<file path="src/rtl/lbrb_pkg.sv">
`timescale 1ns / 1ps

package lbrb_pkg;

    localparam int DEPTH = 4096;
    localparam int AW    = $clog2(DEPTH);
    localparam int CW    = $clog2(DEPTH + 1);

    // command queue between front and back
    localparam int QDEPTH = 2;
    localparam int QAW    = $clog2(QDEPTH);
    localparam int QCW    = $clog2(QDEPTH + 1);

    typedef enum logic {
        CMD_APPEND = 1'b0,
        CMD_TAKE   = 1'b1
    } cmd_t;

    // one unit of work for the back end: a store write or a store read
    typedef struct packed {
        cmd_t            op;
        logic [AW-1:0]   addr;
        logic [7:0]      data;
        logic            hit;      // take found a stored byte
        logic            dropped;
    } queue_entry_t;

    typedef struct packed {
        logic [CW-1:0]   fill;
        logic            overrun;
    } front_status_t;

    function automatic logic [AW-1:0] next_idx(input logic [AW-1:0] p);
        logic [AW-1:0] r;
        if (p == AW'(DEPTH - 1)) begin
            r = '0;
        end else begin
            r = p + 1'b1;
        end
        return r;
    endfunction

endpackage

</file>
<file path="src/rtl/lbrb_front.sv">
`timescale 1ns / 1ps

module lbrb_front (
    input  logic                  aclk,
    input  logic                  aresetn,
    input  logic                  accept,
    input  logic                  cmd_in,
    input  logic [7:0]            byte_in,
    input  logic                  msg_start,
    output logic                  push,
    output lbrb_pkg::queue_entry_t push_entry,
    output lbrb_pkg::front_status_t status
);
    import lbrb_pkg::*;

    logic [AW-1:0] wr_idx_reg, wr_idx_next;
    logic [AW-1:0] rd_idx_reg, rd_idx_next;
    logic [CW-1:0] fill_reg, fill_next;
    logic          overrun_reg, overrun_next;
    logic [CW-1:0] msg_len_reg, msg_len_next;
    logic [CW-1:0] msg_len_cur;
    logic          discard;
    logic          full;
    cmd_t          op;

    assign op          = cmd_t'(cmd_in);
    assign full        = (fill_reg == CW'(DEPTH));
    assign msg_len_cur = msg_start ? '0 : msg_len_reg;
    assign discard     = (op == CMD_APPEND) && (msg_len_cur >= CW'(DEPTH));

    always_comb begin
        wr_idx_next  = wr_idx_reg;
        rd_idx_next  = rd_idx_reg;
        fill_next    = fill_reg;
        overrun_next = overrun_reg;
        msg_len_next = msg_len_reg;
        push         = 1'b0;
        push_entry.op      = op;
        push_entry.addr    = wr_idx_reg;
        push_entry.data    = byte_in;
        push_entry.hit     = 1'b0;
        push_entry.dropped = 1'b0;
        if (accept) begin
            case (op)
                CMD_APPEND: begin
                    // message past the length clamp is dropped with no state change
                    if (!discard) begin
                        push         = 1'b1;
                        wr_idx_next  = next_idx(wr_idx_reg);
                        msg_len_next = msg_len_cur + 1'b1;
                        if (full) begin
                            rd_idx_next  = next_idx(rd_idx_reg);
                            overrun_next = 1'b1;
                        end else begin
                            fill_next = fill_reg + 1'b1;
                        end
                    end
                end
                CMD_TAKE: begin
                    push            = 1'b1;
                    push_entry.addr = rd_idx_reg;
                    if (fill_reg != '0) begin
                        push_entry.hit     = 1'b1;
                        push_entry.dropped = overrun_reg;
                        overrun_next       = 1'b0;
                        rd_idx_next        = next_idx(rd_idx_reg);
                        fill_next          = fill_reg - 1'b1;
                    end
                end
                default: begin
                    push = 1'b0;
                end
            endcase
        end
    end

    always_ff @(posedge aclk) begin
        if (!aresetn) begin
            wr_idx_reg  <= '0;
            rd_idx_reg  <= '0;
            fill_reg    <= '0;
            overrun_reg <= 1'b0;
            msg_len_reg <= '0;
        end else begin
            wr_idx_reg  <= wr_idx_next;
            rd_idx_reg  <= rd_idx_next;
            fill_reg    <= fill_next;
            overrun_reg <= overrun_next;
            msg_len_reg <= msg_len_next;
        end
    end

    assign status.fill    = fill_reg;
    assign status.overrun = overrun_reg;

endmodule

</file>
<file path="config.mk">
export PLATFORM = sky130hd
export DESIGN_NAME = lbrb_front
export DESIGN_NICKNAME = d
export VERILOG_FILES = /design/src/rtl/lbrb_pkg.sv /design/src/rtl/lbrb_front.sv
export SDC_FILE = /design/constraint.sdc
export NUM_CORES = 1
export LEC_CHECK = 0
export ABC_AREA = 1
export BUFFER_PORTS_ARGS = -buffer_cell sky130_fd_sc_hd__buf_4
export CAP_MARGIN = 15
export CORE_MARGIN = 2
export CORE_UTILIZATION = 55
export CTS_CLUSTER_SIZE = 20
export DETAILED_ROUTE_END_ITERATION = 7
export PLACE_DENSITY = 0.77
export SKIP_CTS_REPAIR_TIMING = 1
export SYNTH_ARGS = -nofsm -noshare
export SYNTH_HDL_FRONTEND = slang
export SYNTH_SLANG_ARGS = --single-unit
export TNS_END_PERCENT = 10
</file>
<file path="constraint.sdc">
create_clock -name aclk -period 2.04 [get_ports aclk]
set_input_delay 0.408 -clock aclk [delete_from_list [all_inputs] [get_ports aclk]]
set_output_delay 0.408 -clock aclk [all_outputs]
set_load 0.1 [all_outputs]
</file>
==> results by group <==
Status
  • Outcome: finished clean

Finish
  • Number of antenna diodes: 0
  • Fin util: 66.1%
  • Final #Nets: 625
  • Commonest non-fill, non-tap cell in the layout: nand2_1
  • Area grow syn2layout: 14.2%
  • Most frequent cells in the layout: 157 x nand2_1, 80 x inv_1, 77 x nor2_1, 42 x buf_4
  • Sequential cell area: 0.00106 mm2
  • Share of cells above drive strength 1: 13.4%
  • Multi-input logic area: 0.00202 mm2
  • Fillers: 558

Route
  • Post-route ant nets: 0
  • DRT Pass-1 Iters: 5
  • Met1 WL: 4080 um
  • Met3 WL: 435 um
  • Final WL: 8330 um
  • Vias: 3,480
  • Max layer used: met4
  • # DRC: 0
  • Met2 Wirelength: 3760 um
  • Post-DR wirelength/cell: 12.4 um
  • Via/cell ratio: 5.18
  • Detailed Route Iter0 Violations: 230

Setup path
  • Max incr delay on CP: 360 ps
  • Critical path peak fanout: 8
  • Setup crit end kind: primary output
  • Slowest-stage cell, CP: dfxtp_4
  • Crit Path Class: reg -> out
  • CP Launch Type: register
  • Worst EP arrival: 1530 ps
  • Worst R2R Setup Slack: 360 ps
  • Worst path required time: 1630 ps
  • Crit path max-delay family: simple AND/OR/NAND/NOR gates
  • CP Cell Sequence: nor2_1 -> nand2_1 -> nor2_4 -> nand2_1 -> nand2_4 -> inv_1 -> buf_6
  • Most frequent CP cell: nand2_1
  • Critical path buffers and inverters: 2

STA
  • Worst Max-Slew Pin Slew: 427 ps
  • Hold WS: 394 ps
  • Final period util: 94.9%
  • Final hold vios: 0
  • Clock Skew: 7.94 ps
  • Finish-stage setup viols: 0
  • Max Slew Vio Count: 0
  • Fmax: 517 MHz
  • RSZ-0062 raised after global routing: no
  • Fin crit period: 1940 ps
  • Setup TNS: 0 ps
  • Slew HR: 71.4%

Global routing
  • Vias in the first global route: 3,112
  • Pin count of the biggest net entering global routing: 24
  • Global route overflow: 0
  • Tot GR Track Use: 24.0%
  • First-pass GRT wire length: 14,100 um
  • Antenna violations before repair: 0

Synthesis
  • Register bit total from synthesis: 51
  • Sequential area share after synthesis: 29.4%
  • Post-synth cell types: 32
  • Syn_nets: 592
  • Synth Warn #: 0
  • Post-Syn Instances: 564
  • Mapped Area: 0.00347 mm2
  • Avg Cell Area, Syn: 6.15 um2
  • Top cell type's share of synthesized area: 29.4%
  • Dominant cell type by area after synthesis: dfxtp_1
  • Synth area leaders: dfxtp_1 29%, nand2_1 17%, inv_1 8.7%

Clocking
  • Clock-pin slew on the worst setup and hold paths: 90 ps
  • Clk buf depth: 2
  • # clock sinks: 51
  • CTS tree: done
  • H-tree Lvls: 2
  • Total CTS buffers: 5
  • Clock latency on the worst-skew pair: 310 ps
  • Clk root buf: clkbuf_8

Die
  • Die Area: 0.00696 mm2
  • Row cnt: 28
  • Die X: 83.4 um
  • Placeable Area: 0.00599 mm2
  • Die height: 83.4 um
  • Initial core utilization: 57.9%
  • Io pins: 51

Job
  • Max-Cap Viols: 0

Place
  • Buffers on Ports: 34
  • RD Place Congestion: 0.919
  • Post-DP HPWL: 6270 um

Pwr
  • Maximum VDD drop: 0.501 mV
  • Total design power: 0.00261 W
  • Leak pwr: 1.82 nW
  • Pwr per Cell Area: 660 mW/mm2

Worst hold path
  • Min-delay worst type: in -> reg
[path summary, 6_finish.rpt]
path / start / end / depth (start not counted)
worst max-delay path: fill_reg[6]$_SDFFE_PN0P_ / push_entry[1] / 7
worst min-delay path: aresetn / wr_idx_reg[10]$_SDFFE_PN0P_ / 3
worst max register to register: wr_idx_reg[0]$_SDFFE_PN0P_ / wr_idx_reg[9]$_SDFFE_PN0P_ / 10
worst min register to register: msg_len_reg[2]$_SDFFE_PN0P_ / msg_len_reg[2]$_SDFFE_PN0P_ / 2
[metal layers]
layer / global-route usage (%) / vias to the layer above
met2: 39.4 / 84
met3: 4.08 / 6
met1: 33.3 / 1553
met5: 0 / -
met4: 4.84 / 0
li1: - / 1837
[synthesized netlist by cell type (all sizes together)]
master,number
nand2,161
inv,82
nor2,80
dfxtp,51
nand3,38
o21ai,32
a21oi,31
buf,16
ha,14
nand4,13
nor3,12
xor2,11
clkbuf,5
a211oi,3
nor3b,3
nand3b,2
o21bai,2
xnor2,2
a21boi,1
and2,1
clkinv,1
fa,1
o211ai,1
or2,1
[through the flow]
stage          area, um2  worst slack (ps)  instances
2_1_floorplan       3510              -421        564
3_3_place_gp        3860               129        665
3_5_place_dp        3860              92.7        665
4_1_cts             3940              -180        672
5_1_grt             3960              4.37        672
6_report            3960               104        672
[power by group]
part | switching (W) | internal [W] | total [W] | leakage, nW
combinational | 0.000680 | 0.000265 | 0.000945 | 1.35
sequential | 0.0000514 | 0.00105 | 0.00110 | 0.422
clock | 0.000332 | 0.000237 | 0.000569 | 0.0416
total | 0.00106 | 0.00155 | 0.00261 | 1.82
[cell families after synthesis]
| kind of cell | count (synthesis) | synth area share [%] |
|---|---|---|
| compound gates | 70 | 10.6 |
| xor+xnor | 13 | 3.28 |
| fa+ha+maj | 15 | 5.63 |
| flops | 51 | 29.4 |
| simple gates | 311 | 38.0 |
| buf+inv | 104 | 13.0 |
[worst min-delay path, delay by kind of cell]
family,cells,cell delay [ps]
simple gates,1,70
compound gates,1,30
buf+inv,1,150
[layout make-up]
type                       instances  share of cell area, %
multi-input combinational        409                   51.0
sequential                        51                   26.8
timing repair buffer              47                   10.0
inverter                          83                   7.87
tap                               75                   2.37
clock buffer                       6                   1.83
clock inverter                     1                  0.158
Note: power is estimated with default switching activity, not from simulation.
