File: config.mk
export PLATFORM = sky130hd
export DESIGN_NAME = lbrb_queue
export DESIGN_NICKNAME = d
export VERILOG_FILES = /design/src/rtl/lbrb_pkg.sv /design/src/rtl/lbrb_queue.sv
export SDC_FILE = /design/constraint.sdc
export NUM_CORES = 1
export LEC_CHECK = 0
export ABC_AREA = 1
export BUFFER_PORTS_ARGS = -buffer_cell sky130_fd_sc_hd__buf_2
export CELL_PAD_IN_SITES_DETAIL_PLACEMENT = 1
export CELL_PAD_IN_SITES_GLOBAL_PLACEMENT = 2
export CORE_MARGIN = 4
export CORE_UTILIZATION = 38
export DETAILED_ROUTE_END_ITERATION = 7
export GPL_ROUTABILITY_DRIVEN = 0
export GPL_TIMING_DRIVEN = 0
export PLACE_DENSITY = 0.92
export SETUP_SLACK_MARGIN = 0.05
export SYNTH_ARGS = -nofsm -noshare
export SYNTH_HDL_FRONTEND = slang
export SYNTH_SLANG_ARGS = --single-unit
File: constraint.sdc
create_clock -name aclk -period 4 [get_ports aclk]
set_input_delay 0 -clock aclk [delete_from_list [all_inputs] [get_ports aclk]]
set_output_delay 0 -clock aclk [all_outputs]
set_load 0.02 [all_outputs]
File: src/rtl/lbrb_pkg.sv
`timescale 1ns / 1ps

package lbrb_pkg;

    localparam int DEPTH = 4096;
    localparam int AW    = $clog2(DEPTH);
    localparam int CW    = $clog2(DEPTH + 1);

    // command queue between front and back
    localparam int QDEPTH = 2;
    localparam int QAW    = $clog2(QDEPTH);
    localparam int QCW    = $clog2(QDEPTH + 1);

    typedef enum logic {
        CMD_APPEND = 1'b0,
        CMD_TAKE   = 1'b1
    } cmd_t;

    // one unit of work for the back end: a store write or a store read
    typedef struct packed {
        cmd_t            op;
        logic [AW-1:0]   addr;
        logic [7:0]      data;
        logic            hit;      // take found a stored byte
        logic            dropped;
    } queue_entry_t;

    typedef struct packed {
        logic [CW-1:0]   fill;
        logic            overrun;
    } front_status_t;

    function automatic logic [AW-1:0] next_idx(input logic [AW-1:0] p);
        logic [AW-1:0] r;
        if (p == AW'(DEPTH - 1)) begin
            r = '0;
        end else begin
            r = p + 1'b1;
        end
        return r;
    endfunction

endpackage

File: src/rtl/lbrb_queue.sv
`timescale 1ns / 1ps

module lbrb_queue (
    input  logic                   aclk,
    input  logic                   aresetn,
    input  logic                   push,
    input  lbrb_pkg::queue_entry_t push_entry,
    output logic                   full,
    output logic                   not_empty,
    input  logic                   pop,
    output lbrb_pkg::queue_entry_t head
);
    import lbrb_pkg::*;

    queue_entry_t   slot_reg [QDEPTH];
    logic [QAW-1:0] wr_ptr_reg, wr_ptr_next;
    logic [QAW-1:0] rd_ptr_reg, rd_ptr_next;
    logic [QCW-1:0] count_reg, count_next;
    logic           do_push;
    logic           do_pop;

    assign full      = (count_reg == QCW'(QDEPTH));
    assign not_empty = (count_reg != '0);
    assign do_push   = push && !full;
    assign do_pop    = pop && not_empty;
    assign head      = slot_reg[rd_ptr_reg];

    always_comb begin
        wr_ptr_next = wr_ptr_reg;
        rd_ptr_next = rd_ptr_reg;
        count_next  = count_reg;
        if (do_push) begin
            wr_ptr_next = (wr_ptr_reg == QAW'(QDEPTH - 1)) ? '0 : wr_ptr_reg + 1'b1;
        end
        if (do_pop) begin
            rd_ptr_next = (rd_ptr_reg == QAW'(QDEPTH - 1)) ? '0 : rd_ptr_reg + 1'b1;
        end
        if (do_push && !do_pop) begin
            count_next = count_reg + 1'b1;
        end else if (do_pop && !do_push) begin
            count_next = count_reg - 1'b1;
        end
    end

    always_ff @(posedge aclk) begin
        if (do_push) begin
            slot_reg[wr_ptr_reg] <= push_entry;
        end
    end

    always_ff @(posedge aclk) begin
        if (!aresetn) begin
            wr_ptr_reg <= '0;
            rd_ptr_reg <= '0;
            count_reg  <= '0;
        end else begin
            wr_ptr_reg <= wr_ptr_next;
            rd_ptr_reg <= rd_ptr_next;
            count_reg  <= count_next;
        end
    end

endmodule

==> flow_metrics.tcl, run 1 <==
set metrics [dict create \
    status "finished, final reports clean" \
    r2r-start "count_reg[1]" \
    postRouteAntennaNets 0 \
    wl_met2_microns 2330 \
    instances_no_fill 260 \
    yosys_warnings 0 \
    wl_met3_microns 202 \
    grt_max_degree 15 \
    fin_crit_ns 1.64 \
    worstSetupPathType "flip-flop to flip-flop" \
    synth.distinct_cells 16 \
    numCtsBuffers 5 \
    pwr_density_cell_mw_per_mm2 557 \
    hold_end "wr_ptr_reg" \
    r2r_slack_ns 2.36 \
    hold_violations 0 \
    cts_tree "yes" \
    postCtsSetupBuffers 0 \
    rows 25 \
    final_nets 220 \
    rsz0062_at_grt "false" \
    post-route-period-util_pct 41.0 \
    critPathLaunchType "flip-flop" \
    cts_root_buf "clkbuf_8" \
    drtPass1Iterations 4 \
    clock_latency_ns 0.30 \
    num_io_pins 52 \
    die_w_microns 78.9 \
    r2r-end "slot_reg[1][5]" \
    highest_layer "met4" \
    clkTransAtPathRegs_ns 0.08 \
    die_y_microns 78.9 \
    grt_usage_pct 14.5 \
    power_leakage_nw 1.02 \
    slew_headroom_pct 56.9 \
    start_util_pct 39.9 \
    worst_r2r_path_depth 4 \
    fmax_mhz 610 \
    drv_slew 0 \
    wirelength_microns 4080 \
    overflow 0 \
    ctsResizeCount 0 \
    core-area_sq_mm 0.00479 \
    dieArea_sq_mm 0.00623 \
    drt_iter0_drc 42 \
    largest_reg_flops 46 \
    cp-end-kind "flip-flop" \
    placedCellCount 228 \
    wl_met1_microns 1490 \
    cp_data_arrival_time_ns 1.65 \
    ys_ff_latch 51 \
    worstMarginPinSlew_ns 0.646 \
    tns_ns 0 \
    route.detailed.drc 0 \
    clock_sinks 51 \
    wire_per_inst_microns 15.7 \
    avgSynthCellArea_sq_um 17.7 \
    setup_viol 0 \
    vias 1193 \
    hold_start "push" \
    grt_pass1_wl_microns 6750 \
    antenna_found_initial 0 \
    cp.required_ns 4.01 \
    drive_above_1_share_pct 45.1 \
    vdd_drop_max_mv 0.285 \
    maxCapViolations 0 \
    nFillCells 488 \
    hpwl_microns 2780 \
    yosysSeqAreaShare_pct 77.5 \
    htreeDepth 2 \
    worst_clock_skew_ns 0.00340 \
    min_path_type "input pin to flip-flop" \
    syn_nets 136 \
    diodes 0 \
    syn_to_final_growth_pct 36.3 \
    netlist_area_sq_mm 0.00191 \
    portBuffers 51 \
    hold_buffers 24 \
    cp_max_fo 13 \
    syn_inst 108 \
    hold-path-cell-count 4 \
    grt_pass1_vias 1394 \
    clk_path_buf_depth 2 \
    avgViaCountPerCell 4.59 \
]
-- through the flow --
stage	utilization, %	instance area, sq um	hold WS, ns	power [mW]	setup WS, ns
finish	54.5	2610	0.112	1.45	2.36
global route	54.5	2610	0.127	1.54	2.26
CTS	54.5	2610	0.103	1.47	2.34
detailed placement	47.8	2290	0.192	1.18	2.34
global placement	47.0	2250	0.188	1.14	1.63
floorplan	-	1910	0.0989	1.02	2.12
-- cells in the mapped netlist --
master    number  area (sq um)
o21ai_2        1          8.76
inv_1          7          26.3
mux2_4         1          15.0
a21oi_1        1          5.00
nand4_1        1          6.26
inv_2          1          3.75
mux2_2        22           248
buf_6          2          22.5
o21a_1         1          7.51
edfxtp_1      46          1380
ha_1           1          12.5
nand3_1        1          5.00
nor2_1         9          33.8
o21ai_0        2          10.0
nand2_1        7          26.3
dfxtp_1        5           100
-- power breakdown --
group | internal (mW) | switching, mW
clock | 0.120 | 0.154
combinational | 0.195 | 0.274
sequential | 0.675 | 0.0350
-- worst max-delay path by stage --
stage	from	endpoint	slack, ns	cells after the start
global placement	count_reg[0]	slot_reg[1][2]	1.63	2
CTS	count_reg[1]	slot_reg[1][4]	2.34	4
detailed placement	count_reg[0]	slot_reg[1][10]	2.34	3
floorplan	count_reg[0]	slot_reg[1][0]	2.12	2
finish	count_reg[1]	slot_reg[1][5]	2.36	4
global route	count_reg[0]	slot_reg[0][5]	2.26	3
-- worst max-delay path, cell delays in order, from the launching register on --
cell     delay (ns)
dfxtp_1        0.34
inv_1          0.13
o21ai_2        0.11
nor2_2         0.52
buf_8          0.25
-- routing by layer --
metal  up-vias  track usage [%]
li1        561                -
met1       592             13.8
met4         0             5.15
met5         -                0
met2        34             28.8
met3         6             4.65
-- final cells by class --
cell class                 instances  area [sq um]  area share [%]
timing repair buffer              77           526            20.2
inverter                           8          30.0            1.15
multi-input combinational         47           383            14.7
clock buffer                       6          72.6            2.78
clock inverter                     2          7.51           0.288
tap                               67          83.8            3.22
buffer                             2          22.5           0.864
sequential                        51          1480            56.8
-- kinds of logic after synthesis --
logic type,Yosys count,synth area share [%]
adder cells (fa/ha/maj),1,0.654
AO/OA/AOI/OAI,5,1.64
flip-flops,51,77.5
buffers and inverters,10,2.75
AND/OR/NAND/NOR,18,3.73
multiplexers,23,13.7
-- cell usage in the layout (no fill, tap or decap), types with 2 or more instances in the layout --
cell type / netlist / final
clkinv_1: 0 / 2
inv_1: 7 / 7
dlygate4sd3_1: 0 / 24
dfxtp_1: 5 / 5
buf_2: 0 / 51
buf_8: 0 / 2
nand2_1: 7 / 7
nor2_1: 9 / 7
o21ai_0: 2 / 2
buf_6: 2 / 2
edfxtp_1: 46 / 46
mux2_2: 22 / 22
nor2_2: 0 / 2
clkbuf_8: 0 / 5
Power figures use the tool's default switching activity.
==> run 2, diff against run 1 <==
CORE_UTILIZATION = 32   (was 38)
PLACE_DENSITY = 0.83   (was 0.92)
clock period = 1.5 ns   (was 4 ns; I/O delays follow)
==> run 2 against run 1 <==
Against the previous run:
- sequential power rose to 2.7 times the previous value
- setup slack lost 2.3 ns
- largest power group unchanged
- clock skew up 0.0011 ns
- register-to-register slack got worse by 2.3 ns
- critical path depth down 1
- combinational power increased to 2.8 times the previous value
- clock power rose to 2.8 times the previous value
- first-iteration DRC count is 24% higher
- total power increased to 2.7 times the previous value
- highest routed layer unchanged
- global-route usage decreased by 3.0 points
- sequential cell count is the same
- hold slack improved by 0.0067 ns
==> flow_metrics.tcl, run 2 (synthesis gave the netlist of run 1 again) <==
set metrics [dict create \
    drv_slew 0 \
    layout_commonest_cell "buf_2" \
    grt_pass1_wl_microns 6560 \
    cts_tree "yes" \
    hold-path-cell-count 4 \
    route.detailed.drc 0 \
    postRouteAntennaNets 0 \
    antenna_found_initial 0 \
    cts_root_buf "clkbuf_8" \
    wire_per_inst_microns 15.0 \
    power_leakage_nw 1.01 \
    diodes 0 \
    cp_data_arrival_time_ns 1.39 \
    rsz0062_at_grt "true" \
    clkTransAtPathRegs_ns 0.09 \
    tns_ns 0 \
    fmax_mhz 689 \
    fin_crit_ns 1.45 \
    post-route-period-util_pct 96.7 \
    start_util_pct 33.9 \
    drive_above_1_share_pct 50.0 \
    place_area_sq_mm 0.00226 \
    hold_violations 0 \
    overflow 0 \
    numCtsBuffers 5 \
    maxCapViolations 0 \
    rows 27 \
    instances_no_fill 264 \
    design_area_sq_mm 0.00264 \
    placedCellCount 231 \
    worstSetupPathType "flip-flop to flip-flop" \
    worst_r2r_path_depth 3 \
    clk_path_buf_depth 2 \
    path_cells "inv_4, o21ai_4, nor2_4" \
    setup_viol 0 \
    pre_cts_slack_ns -0.489 \
    wirelength_microns 3970 \
    vias 1150 \
    cp-end-kind "flip-flop" \
    final_nets 219 \
    hold_start "push" \
    clock_latency_ns 0.30 \
    hold_ws_ns 0.119 \
    dieArea_sq_mm 0.00728 \
    worstMarginPinSlew_ns 0.712 \
    critPathLaunchType "flip-flop" \
    grt.met2_usage_pct 21.8 \
    avgViaCountPerCell 4.36 \
    grt_use_met3_pct 3.50 \
    worst_clock_skew_ns 0.00446 \
    crit_path_start "count_reg[1]" \
    final_cell_mix "buf_2 (51), edfxtp_1 (46), dlygate4sd3_1 (24)" \
    num_io_pins 52 \
    clock_sinks 51 \
    pwr_density_cell_mw_per_mm2 1510 \
    status "finished, final reports clean" \
    slowest_delay_ns 0.58 \
    largest_reg_flops 46 \
    met1_usage_pct 12.6 \
    syn_to_final_growth_pct 38.2 \
    core-area_sq_mm 0.00564 \
    r2r-start "count_reg[1]" \
    grt_pass1_vias 1346 \
    drt_iter0_drc 52 \
    worst_slack_ns 0.0493 \
    min_path_type "input pin to flip-flop" \
    die_y_microns 85.3 \
    total_power_mw 3.98 \
    crit_family "simple AND/OR/NAND/NOR gates" \
    cp.required_ns 1.44 \
    crit_cells 3 \
    htreeDepth 2 \
    grt_most_used_layer "met2" \
    portBuffers 51 \
    slew_headroom_pct 52.4 \
    die_w_microns 85.3 \
    cp_max_fo 23 \
    final_util_pct 46.8 \
    grt_max_degree 24 \
    vdd_drop_max_mv 0.712 \
    grt_usage_pct 11.6 \
    path_buf_inv 1 \
    hpwl_microns 2640 \
    critPathSlowestCell "nor2_4" \
    drtPass1Iterations 4 \
]
## run 2: power by group
group          switching (mW)  total (mW)  leakage [nW]  internal (mW)
clock                   0.448       0.774        0.0418          0.326
combinational           0.756        1.29         0.499          0.535
sequential             0.0954        1.91         0.472           1.82
## run 2: layout make-up
cell class              count  area [sq um]
well taps                  72          90.1
clock buffers               5          68.8
repair buffers             76           503
clock inverters             3          20.0
fillers                   589          3000
flip-flops and latches     51          1490
multi-input cells          47           414
inverters                   8          32.5
plain buffers               2          22.5
## run 2: routing by layer
metal	part of all wire, %	wire length, microns	up-vias
li1	-	-	563
met1	39	1540	547
met2	55	2170	38
met3	6.0	238	2
met4	0.35	14	0
met5	0	0	-
## run 2: tightest hold or removal path, stage by stage
cell	delay (ns)
buf_2	0.11
o21ai_4	0.10
o21ai_0	0.09
nor2_1	0.08
## run 2: path summary, 6_finish.rpt
| kind | to | slack (ns) |
|---|---|---|
| setup / recovery | slot_reg[1][17] | 0.05 |
| hold reg to reg | wr_ptr_reg | 0.52 |
| setup reg to reg | slot_reg[1][17] | 0.05 |
| hold / removal | wr_ptr_reg | 0.12 |
## run 2: repair_timing
item	in CTS	in global routing
hold endpoints to repair	51	0
pin swaps	1	2
buffers inserted	1	0
setup endpoints to repair	67	48
hold buffers	24	0
resized for setup	8	6
==> run 3, diff against run 2 <==
PLACE_DENSITY = 0.74   (was 0.83)
==> run 3 against run 2 <==
Against the previous run:
- sequential power about the same
- critical endpoint is now slot_reg[1][0]
- cell count unchanged
- total power increased by 2.7%
- cell area increased by 0.47%
- highest routed layer unchanged
- sequential cell count unchanged
- die area unchanged
==> flow_metrics.tcl, run 3 (synthesis gave the netlist of run 1 again) <==
set metrics [dict create \
    vias 1150 \
    crit_end "slot_reg[1][0]" \
    vdd_drop_max_mv 0.604 \
    multiInputGateArea_sq_um 413 \
    grt_pass1_wl_microns 6170 \
    portBuffers 51 \
    min_path_type "input pin to flip-flop" \
    num_io_pins 52 \
    critPathLaunchType "flip-flop" \
    syn_to_final_growth_pct 38.9 \
    clk_path_buf_depth 2 \
    worst_clock_skew_ns 0.00599 \
    layout_commonest_cell "buf_2" \
    final_nets 219 \
    avgViaCountPerCell 4.36 \
    pre_cts_slack_ns -0.460 \
    die_w_microns 85.3 \
    worst_slack_ns 0.0801 \
    postRouteAntennaNets 0 \
    total_power_mw 4.09 \
    start_util_pct 33.9 \
    cp_data_arrival_time_ns 1.35 \
    largest_reg_flops 46 \
    die_y_microns 85.3 \
    clkTransAtPathRegs_ns 0.08 \
    post-route-period-util_pct 94.7 \
    drv_slew 0 \
    cts_root_buf "clkbuf_8" \
    cp.required_ns 1.43 \
    drt_iter0_drc 42 \
    wire_per_inst_microns 14.6 \
    worstSetupPathType "flip-flop to flip-flop" \
    grt_max_degree 24 \
    wl_met3_microns 202 \
    hpwl_microns 2690 \
    hold_violations 0 \
    pwr_density_cell_mw_per_mm2 1540 \
    htreeDepth 2 \
    numCtsBuffers 5 \
    diodes 0 \
    nFillCells 581 \
    fmax_mhz 704 \
    rows 27 \
    dieArea_sq_mm 0.00728 \
    maxCapViolations 0 \
    final_cell_mix "buf_2 (51), edfxtp_1 (46), dlygate4sd3_1 (24)" \
    core-area_sq_mm 0.00564 \
    setup_viol 0 \
    grt_usage_pct 11.0 \
    power_leakage_nw 1.03 \
    crit_path_start "count_reg[0]" \
    status "finished, final reports clean" \
    worst_r2r_path_depth 2 \
    rsz0062_at_grt "true" \
    cp-end-kind "flip-flop" \
    fin_crit_ns 1.42 \
    wirelength_microns 3870 \
    final-seq-area_sq_mm 0.00149 \
    overflow 0 \
    clock_latency_ns 0.29 \
    worstMarginPinSlew_ns 0.699 \
    cts_tree "yes" \
    highest_layer "met4" \
    antenna_found_initial 0 \
    r2r_slack_ns 0.08 \
    wl_met1_microns 1560 \
    r2r-end "slot_reg[1][0]" \
    route.detailed.drc 0 \
    r2r-start "count_reg[0]" \
    grt_pass1_vias 1271 \
    drive_above_1_share_pct 49.0 \
    cp_max_fo 23 \
    slew_headroom_pct 53.3 \
    wl_met2_microns 2060 \
    clock_sinks 51 \
    tns_ns 0 \
    hold_ws_ns 0.107 \
    drtPass1Iterations 4 \
]
## run 3: changes by cell type in the layout (fill, tap and decap cells not counted)
cell,change
bufinv_16,+1
clkinv_2,+1
clkinv_4,-1
clkinvlp_4,-1
dfxtp_2,+2
dfxtp_4,-2
inv_1,+1
inv_2,-1
o21a_1,+1
o21a_2,-1
## run 3: area by class of cell
type	instances	area share, %
buffer	2	0.848
clock buffer	5	2.59
clock inverter	3	1.46
inverter	8	1.23
multi-input combinational	47	15.6
sequential	51	56.0
tap	72	3.39
timing repair buffer	76	18.9
## run 3: power breakdown
group	switching (mW)	leakage [nW]	internal, mW
Sequential	0.0980	0.472	1.81
Combinational	0.739	0.498	0.531
Clock	0.420	0.0556	0.489
## run 3: worst min-delay path by stage
| stage | to | cells past startpoint | slack, ns | start |
|---|---|---|---|---|
| 2_1_floorplan | slot_reg[0][0] | 0 | 0.1 | push_entry[0] |
| 3_3_place_gp | slot_reg[0][21] | 1 | 0.19 | push_entry[21] |
| 3_5_place_dp | slot_reg[0][6] | 1 | 0.19 | push_entry[6] |
| 4_1_cts | wr_ptr_reg | 4 | 0.1 | push |
| 5_1_grt | wr_ptr_reg | 4 | 0.11 | push |
| 6_report | wr_ptr_reg | 4 | 0.11 | push |
## run 3: timing repair
action	in CTS	in global routing
hold buffers	24	0
setup endpoints to repair	68	48
gates resized for setup	7	3
hold endpoints to repair	51	0
pin swaps	1	1
setup buffers	1	0
## run 3: stage by stage
stage	utilization (%)	cells	instance area, sq um
after CTS	46.8	264	2640
after floorplan	-	108	1920
after detailed placement	40.1	231	2260
final	47.1	264	2660
after global placement	40.1	231	2260
after global routing	47.1	264	2660
## run 3: worst max-delay path: stages (launching register included)
cell and delay (ns):
dfxtp_2 0.40, o21ai_4 0.11, nor2_4 0.54
## run 3: routing by layer
| layer | GRT usage [%] | vias up |
|---|---|---|
| li1 | - | 563 |
| met5 | 0 | - |
| met1 | 12.4 | 549 |
| met4 | 3.45 | 0 |
| met3 | 3.20 | 2 |
| met2 | 20.0 | 36 |
